## src/rtl/ecdt_pkg.sv

```systemverilog
package ecdt_pkg;

	// Input opcodes as they arrive on the slave side
	typedef enum logic [1:0] {
		OP_UPDATE = 2'd0,
		OP_ADD    = 2'd1,
		OP_CLEAR  = 2'd2,
		OP_NONE   = 2'd3
	} opcode_t;

	// Result kinds as they leave on the master side
	typedef enum logic [1:0] {
		KIND_ADD_REPLY = 2'd0,
		KIND_FIRED     = 2'd1,
		KIND_UPD_DONE  = 2'd2,
		KIND_CLR_DONE  = 2'd3
	} kind_t;

	localparam int unsigned LOW_BITS   = 32;
	localparam int unsigned TIME_BITS  = 64;
	localparam int unsigned QSPACE_BITS = 5;
	localparam int unsigned DELAY_BITS = 20;
	localparam int unsigned TAGIN_BITS = 8;
	localparam int unsigned SLOTOUT_BITS = 4;
	localparam int unsigned SCALE_BITS = 12;
	localparam int unsigned PERIOD_BITS = 32;
	localparam int unsigned PROD_BITS  = DELAY_BITS + SCALE_BITS;
	localparam int unsigned IN_DATA_BITS  = 72;
	localparam int unsigned OUT_DATA_BITS = 80;
	localparam int unsigned CFG_IDX_BITS  = 2;

	// Configuration register indexes
	localparam logic [CFG_IDX_BITS-1:0] CFG_PERIOD_TICKS   = 2'd0;
	localparam logic [CFG_IDX_BITS-1:0] CFG_TICKS_PER_UNIT = 2'd1;

	// One classified request handed from front to back
	typedef struct packed {
		opcode_t                 op;
		logic [LOW_BITS-1:0]     counter_low;
		logic                    overflow_flag;
		logic                    suppress_scan;
		logic [QSPACE_BITS-1:0]  queue_space;
		logic [DELAY_BITS-1:0]   delay_units;
		logic                    has_handler;
		logic [TAGIN_BITS-1:0]   handler_tag;
	} cmd_t;

endpackage

```

## src/rtl/extended_counter_deadline_table_top.sv

```systemverilog
// Extended counter with a deadline table.
// Slave stream: one request per beat, tuser = opcode (update, add, clear).
// An update folds a timer overflow into the 64-bit upper count and scans the
// deadline slots below the scan limit, firing due ones while the downstream
// queue space lasts. An add takes the lowest free slot; a clear empties all.
// Master stream: one result per beat, tuser = kind; tlast marks the final
// result of a request (an update gives its fired entries, then update done).
// Config channel: cfg_index 0 = period_ticks, 1 = ticks_per_unit; write only
// while idle. cfg_ready is always high.
// Requests enter a two-entry queue, then the sequencer works out the time
// (overflow add in S_TIME, then now = upper + low in S_NOW) before the work.
// The slot scan steps one slot per cycle through the deadline memory port,
// unless a due slot waits on a stalled result register.
// A stalled master holds the result register; the sequencer waits on it while
// the front queue keeps taking requests until it fills.
// Reset clears all slots, the upper count and the scan limit, and loads the
// register defaults; the block is ready in the first cycle after reset.
module extended_counter_deadline_table_top
	import ecdt_pkg::*;
#(
	parameter int unsigned SLOTS    = 16,
	parameter int unsigned TAG_BITS = 8
) (
	input  logic                     clk,
	input  logic                     arst_n,
	input  logic                     s_tvalid,
	output logic                     s_tready,
	// counter_low, overflow_flag, suppress_scan, queue_space, delay_units,
	// has_handler, handler_tag, zero pad
	input  logic [IN_DATA_BITS-1:0]  s_tdata,
	// opcode
	input  logic [1:0]               s_tuser,
	output logic                     m_tvalid,
	input  logic                     m_tready,
	// accepted, slot_index, fired_tag, time_now, zero pad
	output logic [OUT_DATA_BITS-1:0] m_tdata,
	// kind
	output logic [1:0]               m_tuser,
	// last
	output logic                     m_tlast,
	input  logic                     cfg_valid,
	output logic                     cfg_ready,
	input  logic [CFG_IDX_BITS-1:0]  cfg_index,
	input  logic [PERIOD_BITS-1:0]   cfg_data
);

	logic [PERIOD_BITS-1:0] period_q;
	logic [SCALE_BITS-1:0]  scale_q;
	logic                   cmd_valid;
	logic                   cmd_ready;
	cmd_t                   cmd;

	assign cfg_ready = 1'b1;

	// hold register values; writes to unknown indexes are dropped
	always_ff @(posedge clk or negedge arst_n) begin
		if (!arst_n) begin
			period_q <= PERIOD_BITS'(65536);
			scale_q  <= SCALE_BITS'(1000);
		end else if (cfg_valid) begin
			case (cfg_index)
				CFG_PERIOD_TICKS:   period_q <= cfg_data;
				CFG_TICKS_PER_UNIT: scale_q  <= cfg_data[SCALE_BITS-1:0];
				default:            period_q <= period_q;
			endcase
		end
	end

	// front: accept, classify, queue
	ecdt_front u_front (
		.clk       (clk),
		.arst_n    (arst_n),
		.s_tvalid  (s_tvalid),
		.s_tready  (s_tready),
		.s_tdata   (s_tdata),
		.s_tuser   (s_tuser),
		.cmd_valid (cmd_valid),
		.cmd_ready (cmd_ready),
		.cmd       (cmd)
	);

	// back: time base, slot table, result register
	ecdt_back #(
		.SLOTS    (SLOTS),
		.TAG_BITS (TAG_BITS)
	) u_back (
		.clk            (clk),
		.arst_n         (arst_n),
		.cmd_valid      (cmd_valid),
		.cmd_ready      (cmd_ready),
		.cmd            (cmd),
		.period_ticks   (period_q),
		.ticks_per_unit (scale_q),
		.m_tvalid       (m_tvalid),
		.m_tready       (m_tready),
		.m_tdata        (m_tdata),
		.m_tuser        (m_tuser),
		.m_tlast        (m_tlast)
	);

endmodule

```

## src/rtl/ecdt_front.sv

```systemverilog
module ecdt_front
	import ecdt_pkg::*;
(
	input  logic                    clk,
	input  logic                    arst_n,
	input  logic                    s_tvalid,
	output logic                    s_tready,
	input  logic [IN_DATA_BITS-1:0] s_tdata,
	input  logic [1:0]              s_tuser,
	output logic                    cmd_valid,
	input  logic                    cmd_ready,
	output cmd_t                    cmd
);

	cmd_t       entry_q [2];
	logic       wr_ptr_q;
	logic       rd_ptr_q;
	logic [1:0] count_q;
	cmd_t       in_cmd;
	logic       push;
	logic       pop;

	always_comb begin
		in_cmd.op            = opcode_t'(s_tuser);
		in_cmd.counter_low   = s_tdata[31:0];
		in_cmd.overflow_flag = s_tdata[32];
		in_cmd.suppress_scan = s_tdata[33];
		in_cmd.queue_space   = s_tdata[38:34];
		in_cmd.delay_units   = s_tdata[58:39];
		in_cmd.has_handler   = s_tdata[59];
		in_cmd.handler_tag   = s_tdata[67:60];
	end

	assign s_tready  = (count_q != 2'd2);
	// drop the unused opcode here: it has no effect and no result
	assign push      = s_tvalid && s_tready && (in_cmd.op != OP_NONE);
	assign cmd_valid = (count_q != 2'd0);
	assign cmd       = entry_q[rd_ptr_q];
	assign pop       = cmd_valid && cmd_ready;

	always_ff @(posedge clk or negedge arst_n) begin
		if (!arst_n) begin
			wr_ptr_q <= 1'b0;
			rd_ptr_q <= 1'b0;
			count_q  <= 2'd0;
		end else begin
			if (push) wr_ptr_q <= ~wr_ptr_q;
			if (pop) rd_ptr_q <= ~rd_ptr_q;
			case ({push, pop})
				2'b10:   count_q <= count_q + 2'd1;
				2'b01:   count_q <= count_q - 2'd1;
				default: count_q <= count_q;
			endcase
		end
	end

	always_ff @(posedge clk) begin
		if (push) entry_q[wr_ptr_q] <= in_cmd;
	end

endmodule

```

## src/rtl/ecdt_back.sv

```systemverilog
module ecdt_back
	import ecdt_pkg::*;
#(
	parameter int unsigned SLOTS    = 16,
	parameter int unsigned TAG_BITS = 8
) (
	input  logic                     clk,
	input  logic                     arst_n,
	input  logic                     cmd_valid,
	output logic                     cmd_ready,
	input  cmd_t                     cmd,
	input  logic [PERIOD_BITS-1:0]   period_ticks,
	input  logic [SCALE_BITS-1:0]    ticks_per_unit,
	output logic                     m_tvalid,
	input  logic                     m_tready,
	output logic [OUT_DATA_BITS-1:0] m_tdata,
	output logic [1:0]               m_tuser,
	output logic                     m_tlast
);

	localparam int unsigned AW = (SLOTS > 1) ? $clog2(SLOTS) : 1;
	localparam int unsigned LW = $clog2(SLOTS + 1);

	typedef enum logic [2:0] {
		S_IDLE,
		S_TIME,
		S_NOW,
		S_SCAN,
		S_ADD,
		S_CLR
	} state_t;

	state_t                  state_q;
	cmd_t                    cmd_q;
	logic [TIME_BITS-1:0]    upper_q;
	logic [TIME_BITS-1:0]    now_q;
	logic [PROD_BITS-1:0]    prod_q;
	logic [SLOTS-1:0]        valid_q;
	logic [LW-1:0]           limit_q;
	logic [LW-1:0]           idx_q;
	logic [QSPACE_BITS-1:0]  qs_q;

	logic                    out_valid_q;
	kind_t                   kind_q;
	logic                    acc_q;
	logic [SLOTOUT_BITS-1:0] slot_q;
	logic [TAGIN_BITS-1:0]   tag_q;
	logic [TIME_BITS-1:0]    time_q;
	logic                    last_q;

	logic [TIME_BITS-1:0]    dl_mem [SLOTS];
	logic [TAG_BITS-1:0]     tag_mem [SLOTS];
	logic [TIME_BITS-1:0]    dl_rd;
	logic [TAG_BITS-1:0]     tag_rd;

	logic                    oreg_free;
	logic                    emit;
	logic                    scan_end;
	logic                    due;
	logic                    adv;
	logic [LW-1:0]           idx_next;
	logic [AW-1:0]           rd_addr;
	logic                    free_found;
	logic [AW-1:0]           free_idx;
	logic                    add_ok;
	logic [TIME_BITS-1:0]    when;
	logic                    mem_we;

	assign oreg_free = !out_valid_q || m_tready;
	assign cmd_ready = (state_q == S_IDLE);

	// scan step on the slot whose deadline and tag were read last cycle
	assign scan_end = cmd_q.suppress_scan || (idx_q >= limit_q);
	assign due      = valid_q[idx_q[AW-1:0]] && (now_q >= dl_rd) && (qs_q != '0);
	assign adv      = (state_q == S_SCAN) && !scan_end && (!due || oreg_free);
	assign idx_next = idx_q + LW'(1);
	assign rd_addr  = (state_q == S_SCAN) ? (adv ? idx_next[AW-1:0] : idx_q[AW-1:0]) : '0;

	// load the result register this cycle
	assign emit = oreg_free && (((state_q == S_SCAN) && (scan_end || due)) ||
		(state_q == S_ADD) || (state_q == S_CLR));

	// lowest empty slot
	always_comb begin
		free_found = 1'b0;
		free_idx   = '0;
		for (int i = SLOTS - 1; i >= 0; i--) begin
			if (!valid_q[i]) begin
				free_found = 1'b1;
				free_idx   = AW'(unsigned'(i));
			end
		end
	end

	assign add_ok = (cmd_q.delay_units != '0) && cmd_q.has_handler && free_found;
	assign when   = now_q + TIME_BITS'(prod_q);
	assign mem_we = (state_q == S_ADD) && oreg_free && add_ok;

	always_ff @(posedge clk) begin
		if (mem_we) begin
			dl_mem[free_idx]  <= when;
			tag_mem[free_idx] <= TAG_BITS'(cmd_q.handler_tag);
		end
		dl_rd  <= dl_mem[rd_addr];
		tag_rd <= tag_mem[rd_addr];
	end

	always_ff @(posedge clk or negedge arst_n) begin
		if (!arst_n) begin
			state_q     <= S_IDLE;
			cmd_q       <= '0;
			upper_q     <= '0;
			now_q       <= '0;
			prod_q      <= '0;
			valid_q     <= '0;
			limit_q     <= '0;
			idx_q       <= '0;
			qs_q        <= '0;
			out_valid_q <= 1'b0;
			kind_q      <= KIND_ADD_REPLY;
			acc_q       <= 1'b0;
			slot_q      <= '0;
			tag_q       <= '0;
			time_q      <= '0;
			last_q      <= 1'b0;
		end else begin
			out_valid_q <= emit || (out_valid_q && !m_tready);
			case (state_q)
				S_IDLE: begin
					if (cmd_valid) begin
						cmd_q   <= cmd;
						state_q <= S_TIME;
					end
				end
				S_TIME: begin
					if (cmd_q.op == OP_UPDATE && cmd_q.overflow_flag)
						upper_q <= upper_q + TIME_BITS'(period_ticks);
					state_q <= S_NOW;
				end
				S_NOW: begin
					now_q  <= upper_q + TIME_BITS'(cmd_q.counter_low);
					prod_q <= PROD_BITS'(cmd_q.delay_units) * PROD_BITS'(ticks_per_unit);
					idx_q  <= '0;
					qs_q   <= cmd_q.queue_space;
					case (cmd_q.op)
						OP_UPDATE: state_q <= S_SCAN;
						OP_ADD:    state_q <= S_ADD;
						default:   state_q <= S_CLR;
					endcase
				end
				S_SCAN: begin
					if (scan_end) begin
						if (oreg_free) begin
							kind_q      <= KIND_UPD_DONE;
							acc_q       <= 1'b0;
							slot_q      <= '0;
							tag_q       <= '0;
							time_q      <= now_q;
							last_q      <= 1'b1;
							state_q     <= S_IDLE;
						end
					end else if (due) begin
						if (oreg_free) begin
							kind_q      <= KIND_FIRED;
							acc_q       <= 1'b0;
							slot_q      <= SLOTOUT_BITS'(idx_q);
							tag_q       <= TAGIN_BITS'(tag_rd);
							time_q      <= now_q;
							last_q      <= 1'b0;
							valid_q[idx_q[AW-1:0]] <= 1'b0;
							qs_q        <= qs_q - QSPACE_BITS'(1);
							// firing the top slot shrinks the limit and ends the scan
							if (idx_next >= limit_q) limit_q <= limit_q - LW'(1);
							idx_q       <= idx_next;
						end
					end else begin
						idx_q <= idx_next;
					end
				end
				S_ADD: begin
					if (oreg_free) begin
						kind_q      <= KIND_ADD_REPLY;
						acc_q       <= add_ok;
						slot_q      <= add_ok ? SLOTOUT_BITS'(free_idx) : '0;
						tag_q       <= '0;
						time_q      <= now_q;
						last_q      <= 1'b1;
						if (add_ok) begin
							valid_q[free_idx] <= 1'b1;
							if (LW'(free_idx) >= limit_q) limit_q <= LW'(free_idx) + LW'(1);
						end
						state_q <= S_IDLE;
					end
				end
				S_CLR: begin
					if (oreg_free) begin
						kind_q      <= KIND_CLR_DONE;
						acc_q       <= 1'b0;
						slot_q      <= '0;
						tag_q       <= '0;
						time_q      <= now_q;
						last_q      <= 1'b1;
						valid_q     <= '0;
						state_q     <= S_IDLE;
					end
				end
				default: state_q <= S_IDLE;
			endcase
		end
	end

	assign m_tvalid = out_valid_q;
	assign m_tdata  = {3'b000, time_q, tag_q, slot_q, acc_q};
	assign m_tuser  = kind_q;
	assign m_tlast  = last_q;

endmodule
```

## config.mk

```make
export PLATFORM = sky130hd
export DESIGN_NAME = extended_counter_deadline_table_top
export DESIGN_NICKNAME = d
export VERILOG_FILES = /design/src/rtl/ecdt_pkg.sv /design/src/rtl/extended_counter_deadline_table_top.sv /design/src/rtl/ecdt_front.sv /design/src/rtl/ecdt_back.sv
export SDC_FILE = /design/constraint.sdc
export NUM_CORES = 2
export LEC_CHECK = 0
export ABC_AREA = 1
export ABC_CLOCK_PERIOD_IN_PS = 9400
export BUFFER_PORTS_ARGS = -buffer_cell sky130_fd_sc_hd__buf_2
export CAP_MARGIN = 25
export CORE_MARGIN = 2
export CORE_UTILIZATION = 66
export CTS_BUF_LIST = sky130_fd_sc_hd__clkbuf_2 sky130_fd_sc_hd__clkbuf_4 sky130_fd_sc_hd__clkbuf_8
export CTS_CLUSTER_DIAMETER = 80
export DETAILED_ROUTE_END_ITERATION = 8
export HOLD_SLACK_MARGIN = 0.03
export PLACE_DENSITY = 0.79
export SLEW_MARGIN = 20
export SYNTH_ARGS = -nofsm -noshare
export SYNTH_HDL_FRONTEND = slang
export SYNTH_SLANG_ARGS = --single-unit
export TNS_END_PERCENT = 50
```

## constraint.sdc

```tcl
create_clock -name clk -period 9.4 [get_ports clk]
set_input_delay 0.94 -clock clk [delete_from_list [all_inputs] [get_ports clk]]
set_output_delay 0.94 -clock clk [all_outputs]
set_load 0.05 [all_outputs]
```

==> results by group <==
Synthesis
  – Largest cells by area after synthesis: edfxtp_1, dfrtp_1, nand2_1
  – Post-synth EDFFs: 1292
  – Most frequently used flop master after synthesis: edfxtp_1
  – Unique masters post-synth: 57
  – Yosys reg bits: 1757
  – Synthesized cell area: 89200 um^2
  – Cells after Synth: 9409
  – Synth area leader: edfxtp_1
  – Syn Area/Cell: 9.48 um^2
  – Post-synthesis sequential area ratio: 56.2%
  – Ys async rst share: 22.4%
  – Synth top area share: 43.5%
  – Synthesis Warnings: 0

Clock network
  – CTS tree: built
  – Cts bufs inserted: 294
  – Hold_buf cts: 1
  – Clock Latency Late Sink: 1040 ps
  – Post-CTS Setup Bufs: 0
  – Clock Tree Root: clkbuf_8
  – Clk buf depth: 4
  – # resized after CTS: 0
  – Clk pin slew, worst setup/hold paths: 60 ps
  – CTS Sinks: 1757
  – H-tree lvl count: 5

Place
  – Worst slack at placement: 3580 ps
  – Port Buf Inserts: 190
  – Dpl hpwl: 158 mm
  – Global placement routability congestion: 0.997
  – Placed cell area: 91600 um^2

Timing
  – Worst setup margin: 3470 ps
  – RSZ-0062 raised after global routing: false
  – Min Tclk post-route: 5930 ps
  – Setup TNS: 0 ps
  – Max-slew headroom: 23.0%
  – # setup viols final: 0
  – Max Slew Vio Count: 0
  – Slew @ Worst Pin: 1150 ps
  – Final Cycle Share: 63.0%
  – Fmax: 169 MHz
  – Final Hold Viols: 0
  – Clk_skew: 85.7 ps

Global route
  – Remaining global-route overflow: 0
  – Initial antenna violation count: 12
  – Overall routing resource usage: 37.3%
  – Largest net degree at the start of global routing: 156
  – First-pass GRT wire length: 388 mm
  – Vias in the first global route: 67400

Worst setup path
  – Reg2Reg Setup Slack: 3470 ps
  – Crit path max fanout: 21
  – Critical path arrival: 6780 ps
  – Setup crit start kind: register
  – Critical R2R Launch: scale_q[4]$_DFFE_PN0P_
  – Biggest cell delay along the critical path: 920 ps
  – CP endpoint kind: register
  – End of the worst register-to-register path: u_back.prod_q[28]$_DFFE_PN0P_
  – Critical path endpoint: u_back.prod_q[28]$_DFFE_PN0P_
  – Top cell by count, worst path: fa_1
  – CP max stage cell: dfrtp_1
  – Crit path from: scale_q[4]$_DFFE_PN0P_
  – CP required: 10260 ps
  – CP Class: register to register
  – Worst r2r path cells: 18
  – Crit path cell chain: nand2_1 > fa_1 > fa_1 > inv_1 > fa_1 > fa_1 > inv_1 > fa_1 > inv_1 > ha_1 > nand2_1 > o21ai_0 > a31oi_1 > o21bai_1 > a21oi_1 > o21ai_0 > xnor2_1 > o21ai_0

Floorplan
  – Die height: 372 um
  – Io pins: 199
  – Initial Util: 66.6%
  – Die width: 372 um
  – FP Rows: 134
  – Core area: 134000 um^2
  – Die ar.: 138000 um^2

Layout
  – Post-route cell area: 98100 um^2
  – Synthesis-to-finish area growth: 10.0%
  – Layout cells sized above 1: 9.45%
  – Nets@finish: 10100

Drt
  – WL final: 256 mm
  – Avg WL per Cell: 22.1 um
  – DR vias/cell: 5.97
  – Post-route DRC: 0
  – Detailed router's first-iteration violation count: 9127
  – Initial DRT Pass Iterations: 6
  – Via count: 69100
  – Antenna-violating nets left: 0

Power
  – Worst vdd ir: 0.000701 V
  – Pwr Total: 36.2 mW
  – Leakage power: 44.3 nW
  – PD cells: 369 nW/um^2

Job
  – Max Cap Viol: 0

Hold path
  – Hold Path Origin: s_tdata[15]
  – Hold Crit Class: input port to register

Outcome
  – Status: complete, no violations
[flip-flops by register name, indices dropped and copies added, names as in the netlist, 8 cells and up]
name	count
u_front.entry_q	140
u_back.upper_q	64
u_back.tag_q	8
u_back.now_q	64
period_q	32
u_back.prod_q	32
u_back.tag_mem	128
u_back.dl_rd	64
scale_q	12
u_back.time_q	64
u_back.tag_rd	8
u_back.valid_q	16
u_back.cmd_q	70
u_back.dl_mem	1024
[per-stage QoR]
| step | hold slack, ps | instances | utilization [%] |
|---|---|---|---|
| finish | 117 | 11600 | 73.3 |
| floorplan | 443 | 9411 | - |
| global placement | 450 | 11000 | 68.3 |
| global route | 73.8 | 11600 | 73.3 |
| detailed placement | 461 | 11000 | 68.4 |
| CTS | 42.9 | 11600 | 73.0 |
[power breakdown]
group | switching (mW) | internal [mW] | total (mW)
combinational | 11.8 | 5.59 | 17.4
sequential | 1.13 | 10.6 | 11.7
clock | 3.05 | 4.08 | 7.13
total | 16.0 | 20.2 | 36.2
[cell families (layout without fill, tap and decap cells)]
group                      after synthesis  in the layout  share of synthesized area, %
and+or+nand+nor                       4314           4314                          20.7
buffers and inverters                 1925           2314                          8.52
DFF                                   1757           1757                          56.2
AOI/OAI and AO/OA                      767            767                          4.84
adders and majority gates              439            439                          7.70
xor gates and xnor gates               185            185                          1.82
muxes                                   20             20                         0.253
other                                    2              7                       0.00842
[per-layer routing]
layer / vias up / share of wire [%] / global-route usage [%]
met1: 32800 / 37 / 49.5
met3: 712 / 13 / 9.75
li1: 31200 / - / -
met5: - / 0.028 / 0
met2: 4290 / 46 / 58.2
met4: 10 / 4.4 / 16.7
[final cells by class]
cell class | instances | area (um^2)
Clock inverter | 80 | 763
Multi-Input combinational cell | 5729 | 31900
Timing Repair Buffer | 313 | 2070
Fill cell | 9327 | 35700
Clock buffer | 433 | 5390
Inverter | 1488 | 5590
Antenna cell | 3 | 7.51
Tap cell | 1768 | 2210
Sequential cell | 1757 | 50100
[worst min-delay path by stage]
| stage | slack (ps) | cells after the start | end |
|---|---|---|---|
| after CTS | 40 | 1 | u_front.entry_q[0][0]$_DFFE_PP_ |
| after global placement | 450 | 2 | u_back.acc_q$_DFFE_PN0P_ |
| after detailed placement | 460 | 2 | u_back.time_q[11]$_DFFE_PN0P_ |
| after floorplan | 440 | 2 | u_back.acc_q$_DFFE_PN0P_ |
| after global routing | 70 | 1 | u_front.entry_q[0][34]$_DFFE_PP_ |
| final | 120 | 1 | u_front.entry_q[0][51]$_DFFE_PP_ |
[cell usage after synthesis, drive strengths merged, types with 3 or more instances]
cell type and number:
nand2 2229, nand3 1499, inv 1483, edfxtp 1292
nor2 442, dfrtp 386, o21ai 323, ha 256
buf 252, a21oi 241, clkbuf 185, fa 183
xor2 130, o31ai 81, dfxtp 72, nor3 56
xnor2 55, a31oi 44, nor4 32, nand4 31
o21a 21, mux2 20, or2 16, a21o 14
o211ai 9, o21bai 9, a21boi 7, dfstp 7
nand3b 6, clkinv 5, a211oi 3, o221ai 3
[placed cells by master, fill, tap and decap left out, types with 102 or more instances in the layout]
cell / synthesis / layout
nand2_1: 2224 / 2222
clkbuf_8: 0 / 342
nor2_1: 437 / 418
buf_4: 13 / 102
fa_1: 183 / 183
edfxtp_1: 1292 / 1292
o21ai_0: 311 / 311
nand3_1: 1496 / 1493
xor2_1: 130 / 106
inv_1: 1472 / 1471
ha_1: 256 / 256
buf_2: 211 / 190
a21oi_1: 241 / 241
dfrtp_1: 386 / 385
[critical path: cells and delay by family, from the launching register on]
family	cells	cell delay (ps)
AND/OR/NAND/NOR	2	260
adder cells (fa/ha/maj)	6	2770
AO/OA/AOI/OAI	6	1490
buffers and inverters	3	190
flip-flops	1	920
XOR/XNOR	1	140
(Power assumes the default switching activity.)
